--- src/sv/assert_macros.svh ---
// assertion macros used by the colour map rtl file
`ifndef ASSERT_MACROS_SVH
`define ASSERT_MACROS_SVH
`ifndef SYNTHESIS
// property that must hold at every clock edge outside reset
`define ASSERT_ALWAYS(label, clk, rst, prop, msg) \
  label: assert property (@(posedge clk) disable iff (rst) (prop)) \
    else $error(msg);
// antecedent in a cycle implies consequent in the same cycle
`define ASSERT_IMPLIES(label, clk, rst, ante, cons, msg) \
  label: assert property (@(posedge clk) disable iff (rst) (ante) |-> (cons)) \
    else $error(msg);
`else
`define ASSERT_ALWAYS(label, clk, rst, prop, msg)
`define ASSERT_IMPLIES(label, clk, rst, ante, cons, msg)
`endif
`endif

--- src/sv/plcm_pkg.sv ---
// shared types, constants and helpers of the piecewise linear colour map
`timescale 1ns / 1ps

package plcm_pkg;

  // field widths
  localparam int VALUE_W      = 16;
  localparam int COLOR_W      = 24;
  localparam int CHAN_W       = 8;
  localparam int NUM_CHANNELS = 3;
  localparam int WEIGHT_W     = 16;
  localparam int PROD_W       = WEIGHT_W + CHAN_W;

  // colour stops
  localparam int MAX_STOPS         = 4;
  localparam int NUM_STOPS_DEFAULT = 4;

  // configuration register map
  localparam int CFG_INDEX_W = 3;
  localparam int CFG_DATA_W  = COLOR_W;
  localparam logic [CFG_INDEX_W-1:0] REG_STOP_VALUE_BASE = 3'd0;
  localparam logic [CFG_INDEX_W-1:0] REG_STOP_COLOR_BASE = 3'd4;

  typedef logic signed [VALUE_W-1:0] value_t;
  typedef logic [COLOR_W-1:0]        color_t;
  typedef logic [CHAN_W-1:0]         chan_t;
  typedef logic [WEIGHT_W-1:0]       weight_t;
  typedef logic [PROD_W-1:0]         prod_t;

  // register values after reset
  localparam value_t STOP_VALUE_RESET [MAX_STOPS] = '{
    16'h8000, 16'hC000, 16'h4000, 16'h7FFF
  };
  localparam color_t STOP_COLOR_RESET [MAX_STOPS] = '{
    24'h000000, 24'h0000FF, 24'h00FF00, 24'hFFFFFF
  };

  // channel c of a packed colour, red first
  function automatic chan_t chan_of(input color_t color, input int c);
    return color[COLOR_W-1-CHAN_W*c -: CHAN_W];
  endfunction

endpackage

--- src/sv/piecewise_linear_color_map_top.sv ---
// Piecewise linear colour map: each signed sample becomes an RGB pixel blended between
// NUM_STOPS programmable colour stops. One item is taken every clock while the output is not
// stalled. The pipeline is the input, segment select, multiply and sum stages, then the
// restoring divider, one quotient bit per stage over eight stages. Each stage holds its
// item while the next one is full, so bubbles close up and a stall at the output loses
// nothing. The user must write stop registers through the cfg port only while no item is
// in flight; the block itself does not enforce this.
`timescale 1ns / 1ps
`include "assert_macros.svh"

module piecewise_linear_color_map_top
  import plcm_pkg::*;
#(
  parameter int NUM_STOPS = NUM_STOPS_DEFAULT
) (
  input  logic                   clk,
  input  logic                   rst,
  // configuration write port
  input  logic                   cfg_write,
  input  logic [CFG_INDEX_W-1:0] cfg_index,
  input  logic [CFG_DATA_W-1:0]  cfg_data,
  // sample input
  input  logic                   in_valid,
  output logic                   in_ready,
  input  logic signed [15:0]     sample_value,
  // pixel output
  output logic                   out_valid,
  input  logic                   out_ready,
  output logic [7:0]             red,
  output logic [7:0]             green,
  output logic [7:0]             blue
);

  // pipeline stage positions
  localparam int QUOT_W   = CHAN_W;
  localparam int ST_IN    = 0;
  localparam int ST_SEL   = 1;
  localparam int ST_MUL   = 2;
  localparam int ST_SUM   = 3;
  localparam int ST_DIV0  = 4;
  localparam int NUM_PIPE = ST_DIV0 + QUOT_W;
  localparam int ST_OUT   = NUM_PIPE - 1;

  // stop registers
  value_t stop_value [NUM_STOPS];
  color_t stop_color [NUM_STOPS];

  // handshake of the stages
  logic [NUM_PIPE-1:0] pipe_valid;
  logic [NUM_PIPE-1:0] stage_ready;

  // stage payloads
  value_t  smp;
  weight_t sel_wl, sel_wr, sel_den;
  color_t  sel_ca, sel_cb;
  weight_t sel_wl_next, sel_wr_next, sel_den_next;
  color_t  sel_ca_next, sel_cb_next;
  prod_t   mul_l [NUM_CHANNELS];
  prod_t   mul_r [NUM_CHANNELS];
  weight_t mul_den;
  prod_t   sum_num [NUM_CHANNELS];
  weight_t sum_den;
  prod_t   div_rem [QUOT_W][NUM_CHANNELS];
  chan_t   div_q   [QUOT_W][NUM_CHANNELS];
  weight_t div_den [QUOT_W];

  // segment search
  logic               seg_found;
  value_t             seg_s0, seg_s1;
  color_t             seg_ca, seg_cb;
  logic signed [16:0] diff_l, diff_r, diff_d;

  // configuration writes, unused stop indexes are dropped
  always_ff @(posedge clk) begin
    if (rst) begin
      for (int k = 0; k < NUM_STOPS; k++) begin
        stop_value[k] <= STOP_VALUE_RESET[k];
        stop_color[k] <= STOP_COLOR_RESET[k];
      end
    end else if (cfg_write) begin
      for (int k = 0; k < NUM_STOPS; k++) begin
        if (cfg_index == REG_STOP_VALUE_BASE + CFG_INDEX_W'(k)) begin
          stop_value[k] <= cfg_data[VALUE_W-1:0];
        end
        if (cfg_index == REG_STOP_COLOR_BASE + CFG_INDEX_W'(k)) begin
          stop_color[k] <= cfg_data[COLOR_W-1:0];
        end
      end
    end
  end

  // a stage takes a new item when empty or when its successor moves
  always_comb begin
    stage_ready[ST_OUT] = !pipe_valid[ST_OUT] || out_ready;
    for (int i = 0; i < ST_OUT; i++) begin
      stage_ready[i] = !pipe_valid[i] || stage_ready[i+1];
    end
  end

  assign in_ready  = stage_ready[ST_IN];
  assign out_valid = pipe_valid[ST_OUT];

  // valid bits travel with the items
  always_ff @(posedge clk) begin
    if (rst) begin
      pipe_valid <= '0;
    end else begin
      if (stage_ready[ST_IN]) begin
        pipe_valid[ST_IN] <= in_valid;
      end
      for (int i = 1; i < NUM_PIPE; i++) begin
        if (stage_ready[i]) begin
          pipe_valid[i] <= pipe_valid[i-1];
        end
      end
    end
  end

  // input register
  always_ff @(posedge clk) begin
    if (stage_ready[ST_IN]) begin
      smp <= sample_value;
    end
  end

  // find the first segment that holds the sample
  always_comb begin
    seg_found = 1'b0;
    seg_s0    = stop_value[0];
    seg_s1    = stop_value[0];
    seg_ca    = stop_color[0];
    seg_cb    = stop_color[0];
    for (int k = 0; k < NUM_STOPS - 1; k++) begin
      if (!seg_found && stop_value[k] <= smp && smp <= stop_value[k+1]) begin
        seg_found = 1'b1;
        seg_s0    = stop_value[k];
        seg_s1    = stop_value[k+1];
        seg_ca    = stop_color[k];
        seg_cb    = stop_color[k+1];
      end
    end
  end

  // blend weights; a fixed colour goes through as weight one over one
  always_comb begin
    diff_l       = 17'(seg_s1) - 17'(smp);
    diff_r       = 17'(smp) - 17'(seg_s0);
    diff_d       = 17'(seg_s1) - 17'(seg_s0);
    sel_wl_next  = weight_t'(1);
    sel_wr_next  = '0;
    sel_den_next = weight_t'(1);
    sel_cb_next  = '0;
    if (smp <= stop_value[0]) begin
      sel_ca_next = stop_color[0];
    end else if (smp >= stop_value[NUM_STOPS-1]) begin
      sel_ca_next = stop_color[NUM_STOPS-1];
    end else if (!seg_found || diff_d == '0) begin
      // zero-width segment takes its left colour; with no segment found, the colour of stop 0
      sel_ca_next = seg_ca;
    end else begin
      sel_ca_next  = seg_ca;
      sel_cb_next  = seg_cb;
      sel_wl_next  = diff_l[WEIGHT_W-1:0];
      sel_wr_next  = diff_r[WEIGHT_W-1:0];
      sel_den_next = diff_d[WEIGHT_W-1:0];
    end
  end

  // segment select register
  always_ff @(posedge clk) begin
    if (stage_ready[ST_SEL]) begin
      sel_wl  <= sel_wl_next;
      sel_wr  <= sel_wr_next;
      sel_den <= sel_den_next;
      sel_ca  <= sel_ca_next;
      sel_cb  <= sel_cb_next;
    end
  end

  // weight times channel, two products per channel
  always_ff @(posedge clk) begin
    if (stage_ready[ST_MUL]) begin
      for (int c = 0; c < NUM_CHANNELS; c++) begin
        mul_l[c] <= prod_t'(sel_wl) * prod_t'(chan_of(sel_ca, c));
        mul_r[c] <= prod_t'(sel_wr) * prod_t'(chan_of(sel_cb, c));
      end
      mul_den <= sel_den;
    end
  end

  // numerators, bounded by den times 255 so they fit the product width
  always_ff @(posedge clk) begin
    if (stage_ready[ST_SUM]) begin
      for (int c = 0; c < NUM_CHANNELS; c++) begin
        sum_num[c] <= PROD_W'({1'b0, mul_l[c]} + {1'b0, mul_r[c]});
      end
      sum_den <= mul_den;
    end
  end

  // restoring divider, one quotient bit per stage, msb first
  for (genvar j = 0; j < QUOT_W; j++) begin : g_div
    localparam int BIT = QUOT_W - 1 - j;
    prod_t   rem_in  [NUM_CHANNELS];
    chan_t   q_in    [NUM_CHANNELS];
    prod_t   rem_out [NUM_CHANNELS];
    chan_t   q_out   [NUM_CHANNELS];
    weight_t den_in;
    prod_t   trial;

    // first stage reads the sum stage, the others their predecessor
    if (j == 0) begin : g_head
      always_comb begin
        den_in = sum_den;
        for (int c = 0; c < NUM_CHANNELS; c++) begin
          rem_in[c] = sum_num[c];
          q_in[c]   = '0;
        end
      end
    end else begin : g_tail
      always_comb begin
        den_in = div_den[j-1];
        for (int c = 0; c < NUM_CHANNELS; c++) begin
          rem_in[c] = div_rem[j-1][c];
          q_in[c]   = div_q[j-1][c];
        end
      end
    end

    always_comb begin
      trial = prod_t'(den_in) << BIT;
      for (int c = 0; c < NUM_CHANNELS; c++) begin
        rem_out[c] = rem_in[c];
        q_out[c]   = q_in[c];
        if (rem_in[c] >= trial) begin
          rem_out[c]    = rem_in[c] - trial;
          q_out[c][BIT] = 1'b1;
        end
      end
    end

    always_ff @(posedge clk) begin
      if (stage_ready[ST_DIV0+j]) begin
        div_den[j] <= den_in;
        for (int c = 0; c < NUM_CHANNELS; c++) begin
          div_rem[j][c] <= rem_out[c];
          div_q[j][c]   <= q_out[c];
        end
      end
    end
  end

  // last divider stage is the output register
  assign red   = div_q[QUOT_W-1][0];
  assign green = div_q[QUOT_W-1][1];
  assign blue  = div_q[QUOT_W-1][2];

  // checks
  `ASSERT_IMPLIES(a_no_stuck_bubble, clk, rst, !pipe_valid[ST_OUT], in_ready,
    "input blocked while the output stage is empty")
  `ASSERT_IMPLIES(a_weights_sum, clk, rst, pipe_valid[ST_SEL],
    (17'(sel_wl) + 17'(sel_wr) == 17'(sel_den)), "blend weights do not add up to the span")
  `ASSERT_IMPLIES(a_nonzero_den, clk, rst, pipe_valid[ST_SEL], (sel_den != '0),
    "zero divisor reached the blend")
  `ASSERT_IMPLIES(a_quotient_fits, clk, rst, pipe_valid[ST_OUT],
    ((div_rem[QUOT_W-1][0] < prod_t'(div_den[QUOT_W-1])) &&
     (div_rem[QUOT_W-1][1] < prod_t'(div_den[QUOT_W-1])) &&
     (div_rem[QUOT_W-1][2] < prod_t'(div_den[QUOT_W-1]))),
    "divider remainder not below divisor")
  `ASSERT_ALWAYS(a_item_count, clk, rst,
    ($past(rst) || ($countones(pipe_valid) == $countones($past(pipe_valid)) +
      int'($past(in_valid && in_ready)) - int'($past(out_valid && out_ready)))),
    "items lost or duplicated in the pipeline")

endmodule

--- config.mk ---
export PLATFORM = sky130hd
export DESIGN_NAME = piecewise_linear_color_map_top
export DESIGN_NICKNAME = d
export VERILOG_FILES = /design/src/sv/plcm_pkg.sv /design/src/sv/piecewise_linear_color_map_top.sv
export VERILOG_INCLUDE_DIRS = /design/src /design/src/sv
export SDC_FILE = /design/constraint.sdc
export NUM_CORES = 2
export LEC_CHECK = 0
export ABC_AREA = 1
export BUFFER_PORTS_ARGS = -buffer_cell sky130_fd_sc_hd__buf_2
export CORE_UTILIZATION = 50
export DETAILED_ROUTE_END_ITERATION = 7
export PLACE_DENSITY = 0.74
export SLEW_MARGIN = 20
export SYNTH_ARGS = -nofsm -noshare
export SYNTH_HDL_FRONTEND = slang
export SYNTH_SLANG_ARGS = --single-unit
--- constraint.sdc ---
create_clock -name clk -period 39.9 [get_ports clk]
set_clock_uncertainty 0.15 [all_clocks]
set_input_delay 7.98 -clock clk [delete_from_list [all_inputs] [get_ports clk]]
set_output_delay 7.98 -clock clk [all_outputs]
set_load 0.05 [all_outputs]
Word-level counts from Yosys, hierarchy flattened
Memories as Yosys holds them, arrays and structs flattened.
Cells that the tools add are included.
{ "classes": {"muxes": 125, "add_sub_neg": 30, "order_cmp": 32, "mul": 6, "bitwise_logic": 8, "reduce_logical": 36, "eq_ne": 7} }
{ "op_table": {"columns": ["cell", "count"], "rows": [
  ["24-bit 2-to-1 mux", 35],
  ["16-bit by 8-bit multiplier with 24-bit output", 6],
  ["16-bit 2-to-1 mux", 9],
  ["16-bit less-or-equal comparator", 7],
  ["1-bit 2-to-1 mux", 81],
  ["24-bit adder", 3],
  ["24-bit by 16-bit >= comparator with 1-bit output", 3],
  ["24-bit by 17-bit >= comparator with 1-bit output", 3],
  ["24-bit by 18-bit >= comparator with 1-bit output", 3],
  ["24-bit by 19-bit >= comparator with 1-bit output", 3],
  ["24-bit by 20-bit >= comparator with 1-bit output", 3],
  ["24-bit by 21-bit >= comparator with 1-bit output", 3],
  ["24-bit by 22-bit >= comparator with 1-bit output", 3],
  ["24-bit by 23-bit >= comparator with 1-bit output", 3],
  ["24-bit by 16-bit subtractor with 24-bit output", 3],
  ["24-bit by 17-bit subtractor with 24-bit output", 3],
  ["24-bit by 18-bit subtractor with 24-bit output", 3],
  ["24-bit by 19-bit subtractor with 24-bit output", 3],
  ["24-bit by 20-bit subtractor with 24-bit output", 3],
  ["24-bit by 21-bit subtractor with 24-bit output", 3],
  ["24-bit by 22-bit subtractor with 24-bit output", 3],
  ["24-bit by 23-bit subtractor with 24-bit output", 3],
  ["16-bit subtractor", 2],
  ["17-bit logical NOT", 1],
  ["other kinds (11)", 52]
]} }
{ "totals": {"mem_bits_rw": 1272, "reg_bits": 156, "inputBits": 48, "memories": 8, "output_inout_bits": 26} }
{ "memory_table": {"columns": ["memory", "words", "width", "read_ports", "rd_ports_with_merged_regs", "write_ports", "line", "source"], "rows": [
  ["div_rem", 8, 72, 7, 0, 8, "piecewise_linear_color_map_top.sv:63", "prod_t div_rem [QUOT_W][NUM_CHANNELS];"],
  ["div_q", 8, 24, 8, 0, 8, "piecewise_linear_color_map_top.sv:64", "chan_t div_q [QUOT_W][NUM_CHANNELS];"],
  ["div_den", 8, 16, 7, 0, 8, "piecewise_linear_color_map_top.sv:65", "weight_t div_den [QUOT_W];"],
  ["stop_color", 4, 24, 4, 0, 4, "piecewise_linear_color_map_top.sv:46", "color_t stop_color [NUM_STOPS];"],
  ["mul_l", 3, 24, 3, 0, 3, "piecewise_linear_color_map_top.sv:58", "prod_t mul_l [NUM_CHANNELS];"],
  ["mul_r", 3, 24, 3, 0, 3, "piecewise_linear_color_map_top.sv:59", "prod_t mul_r [NUM_CHANNELS];"],
  ["2 more memories", null, null, null, null, null, null, null]
]} }

Logic depth before layout (Yosys ltp)
An unclocked memory read counts as a cell.
{ "logic_depth": {"depth_word": 16, "depth_mapped": 42} }

Worst setup path before layout
No wires, ideal clock.
{ "synth_timing": {"path_kind": "input port to output port", "from": "input port out_ready", "to": "output port in_ready", "path_stages": 22, "t_required_ns": 31.770, "path_buffers": 0, "path_slack_ns": 2.107, "arrival_ns": 29.663, "path_cell_list": "nor2_1 inv_1 nor2_1 inv_1 nor2_1 inv_1 nor2_1 inv_1 nor2_1 inv_1 nor2_1 inv_1 nor2_1 inv_1 nor2_1 inv_1 nor2_1 inv_1 nor2_1 inv_1 nor2_1 nand2_1"} }
{ "synth_between": {"elab_chain_cells": 12} }
{ "synth_rtl": {"columns": ["element", "line", "source"], "rows": [
  ["from (decl)", "piecewise_linear_color_map_top.sv:28", "input logic out_ready,"],
  ["1-bit logical OR", "piecewise_linear_color_map_top.sv:94", "stage_ready[ST_OUT] = !pipe_valid[ST_OUT] || out_ready;"],
  ["named net stage_ready[11]", "piecewise_linear_color_map_top.sv:50", "logic [NUM_PIPE-1:0] stage_ready;"],
  ["1-bit logical OR", "piecewise_linear_color_map_top.sv:96", "stage_ready[i] = !pipe_valid[i] || stage_ready[i+1];"],
  ["named net stage_ready[10]", "piecewise_linear_color_map_top.sv:50", null],
  ["1-bit logical OR", "piecewise_linear_color_map_top.sv:96", null],
  ["named net stage_ready[9]", "piecewise_linear_color_map_top.sv:50", null],
  ["1-bit logical OR", "piecewise_linear_color_map_top.sv:96", null],
  ["named net stage_ready[8]", "piecewise_linear_color_map_top.sv:50", null],
  ["(+1 left out)", null, null],
  ["named net stage_ready[7]", "piecewise_linear_color_map_top.sv:50", null],
  ["(+1 left out)", null, null],
  ["named net stage_ready[6]", "piecewise_linear_color_map_top.sv:50", null],
  ["(+1 left out)", null, null],
  ["named net stage_ready[5]", "piecewise_linear_color_map_top.sv:50", null],
  ["1-bit logical OR", "piecewise_linear_color_map_top.sv:96", null],
  ["named net stage_ready[4]", "piecewise_linear_color_map_top.sv:50", null],
  ["1-bit logical OR", "piecewise_linear_color_map_top.sv:96", null],
  ["named net stage_ready[3]", "piecewise_linear_color_map_top.sv:50", null],
  ["1-bit logical OR", "piecewise_linear_color_map_top.sv:96", null],
  ["named net stage_ready[2]", "piecewise_linear_color_map_top.sv:50", null],
  ["1-bit logical OR (2 in a row)", "piecewise_linear_color_map_top.sv:96", null],
  ["to (decl)", "piecewise_linear_color_map_top.sv:24", "output logic in_ready,"]
]} }
The timed path passes the listed nets, and every way through them passes these cells.

Worst setup path after layout
Ends and elaborated chain as after synthesis.

==> key figures <==
Outcome
  – Status: completed

Synthesis
  – Post-synth top area share: between 40% and 50%
  – Largest cells by area after synthesis: edfxtp_1, fa_1, ha_1
  – Top-count cell post-synth: nand2_1
  – Post-Synthesis Cell Area: 91,100 µm²
  – Synthesized flop and latch total: 1,256
  – Sequential cell area fraction in the yosys report: roughly 41%
  – Cell count after synthesis: 9,534
  – Cell taking the most area after synthesis: edfxtp_1
  – Synth Net Count: roughly 11,000
  – Asr flop ratio synth: 0%
  – Post-synth EDFFs: roughly 1,200
  – Yosys Warn Count: 0
  – Most frequent cells after synthesis: nand2_1, inv_1, edfxtp_1, ha_1, a21oi_1
  – Avg Cell Area, Syn: around 9.6 µm²
  – Synth Flop Type: edfxtp_1
  – Distinct cells, synth: between 50 and 60

Worst setup path
  – Crit path max-delay family: buffers and inverters
  – CP max stage delay: ~470 ps
  – WS Path Type: primary input to primary output
  – Critical path data required time: around 32,000 ps
  – Crit path DAT: around 15,000 ps
  – Worst setup EP type: primary output
  – WP buf/inv: 13
  – Crit path max fanout: just over 100
  – Critical path's most frequent cell: nor2_1
  – Worst setup SP type: primary input
  – Crit-path slowest cell: inv_1

Finish
  – FF/Latch Area: ~38,000 µm²
  – Fill count: 15,500
  – Finished Core Util: between 50% and 60%
  – Nets@finish: approximately 11,000
  – Multi-input logic area: ~46,000 µm²
  – Synthesis-to-layout area growth: 8.01%
  – Fin cells: 12,000
  – Layout cell share with drive strength beyond 1: 4.16%

Placed design
  – Inst Count DP: between 10,000 and 15,000
  – IO Port Bufs: 73
  – Post-DP HPWL: roughly 180,000 µm
  – GPL Wtd Cong: slightly below 1

Clocking
  – CTS clk-pin slew, worst paths: about 60 ps
  – CTS buffer count: 140
  – Clk sinks: between 1,000 and 1,500
  – H-tree depth: 4
  – CTS resizes: 0
  – Hold-fix buffers, CTS: 0
  – CTS tree: done
  – Clk Latency, worst-skew pair: roughly 800 ps
  – Setup bufs post-CTS: 0
  – Clock Path Buffers: 3
  – Root Buffer: clkbuf_16

Timing
  – Worst hold slack: between 200 and 300 ps
  – Final Cycle Share: between 50% and 60%
  – Setup violations, final: 0
  – Sum Neg Setup Slack: 0 ps
  – Final hold vios: 0
  – Min cycle time layout: between 20,000 and 25,000 ps
  – Worst slew pin tran: about 1100 ps
  – Fin. max-slew vios: 0
  – Worst slew margin: 23.7%
  – RSZ-0062 raised after global routing: false
  – F_max: ~43 MHz

Drt
  – Antenna-violating nets left: 0
  – Aggregate routed wire length: approximately 230,000 µm
  – TritonRoute pass-1 iters: 7
  – Vias: about 65,000
  – Via density: about 5.4
  – Routed len/inst: 19.1 µm
  – DRC viols: 0
  – First DRT Iteration DRCs: around 4,300

Die
  – Die width: 429 µm
  – I/O pin count: 74
  – # rows: around 160
  – Die ar.: between 150,000 and 200,000 µm²
  – Starting Density: 50.4%
  – CORE AREA: approximately 180,000 µm²
  – Die Span Y: approximately 430 µm

Min path
  – Worst Hold Class: flop to flop

Global routing
  – Vias in the first global route: between 60,000 and 70,000
  – Antenna violations before repair: 5
  – First-pass GRT wire length: roughly 360,000 µm
  – Largest net degree at the start of global routing: 102
  – Global-route usage over all layers: ~25%
  – GRT overflow: 0

Run
  – Max-Cap Viols: 0

Power
  – Final Total Pwr: 8.24 mW
  – Pwr/cell area: 83.8 nW/µm²
  – Pleak: about 45 nW
  – Maximum vdd ir drop: around 0.043 mV
## stage by stage
step / setup WS (ps) / area, µm²
2_1_floorplan: 2110 / 91100
3_3_place_gp: 16350 / 93700
3_5_place_dp: 16440 / 93700
4_1_cts: 16410 / 98400
5_1_grt: 15620 / 98400
6_report: 16560 / 98400
## path summary, 6_finish.rpt
kind	from	to	slack [ps]	depth (start not counted)
max	out_ready	in_ready	16560	25
min	div_q[1][31]	div_q[1][55]	270	0
max reg2reg	pipe_valid[11]	sel_ca[21]	31510	24
min reg2reg	div_q[1][31]	div_q[1][55]	270	0
## sequential cells by signal, summed over array words and instances (netlist names), 64 cells and up
register    count
div_rem       504
div_den       112
div_q         108
stop_color     96
mul_l          72
mul_r          72
sum_num        72
stop_value     64
## routing by layer
layer / part of all wire, % / GRT usage [%] / routed length, µm / vias to the layer above
met5: 0.011 / 0 / 26 / -
met4: 7.6 / 16.6 / 17300 / 4
met3: 4.7 / 3.23 / 10800 / 630
met2: 51 / 45.7 / 117000 / 1955
met1: 37 / 26.9 / 83900 / 30500
li1: - / - / - / 31500
## power breakdown
part	switching [mW]	total [mW]	internal (mW)
combinational	2.66	4.32	1.66
clock	0.534	1.30	0.767
sequential	0.367	2.62	2.26
total	3.56	8.24	4.68
## placed cells by master, fill, tap and decap left out, types with 29 or more instances in the layout
cell	Yosys	final
nor4_1	45	45
clkinv_1	3	30
clkbuf_16	0	145
buf_4	27	71
nor2_1	642	642
nand4_1	56	56
o21ai_0	463	460
o21bai_1	63	63
buf_2	0	73
a21oi_1	790	790
xor2_1	347	347
xnor2_1	210	210
inv_1	1583	1573
ha_1	825	825
o21a_1	30	30
o211ai_1	40	40
nand3_1	207	206
edfxtp_1	1244	1244
nor3_1	54	52
nand2_1	1810	1807
o22ai_1	29	29
fa_1	529	529
## area by class of cell
class / count / share of cell area, %
clock buffer: 175 / 3.84
timing repair buffer: 144 / 0.913
clock inverter: 81 / 0.893
inverter: 1590 / 6.09
tap: 2370 / 3.01
sequential: 1256 / 38.2
multi-input combinational: 6377 / 47.0
antenna: 2 / 0.00509
## cells by family (layout without fill, tap and decap cells)
family,Yosys count,after routing,share of synthesized area [%]
buffers and inverters,1901,1990,8.00
muxes,3,3,0.0371
DFF,1256,1256,41.3
AOI/OAI and AO/OA,1599,1599,9.75
other,0,2,0
adders and majority gates,1354,1354,23.0
and+or+nand+nor,2864,2864,12.6
xor gates and xnor gates,557,557,5.35
Note: power is estimated with default switching activity, not from simulation.
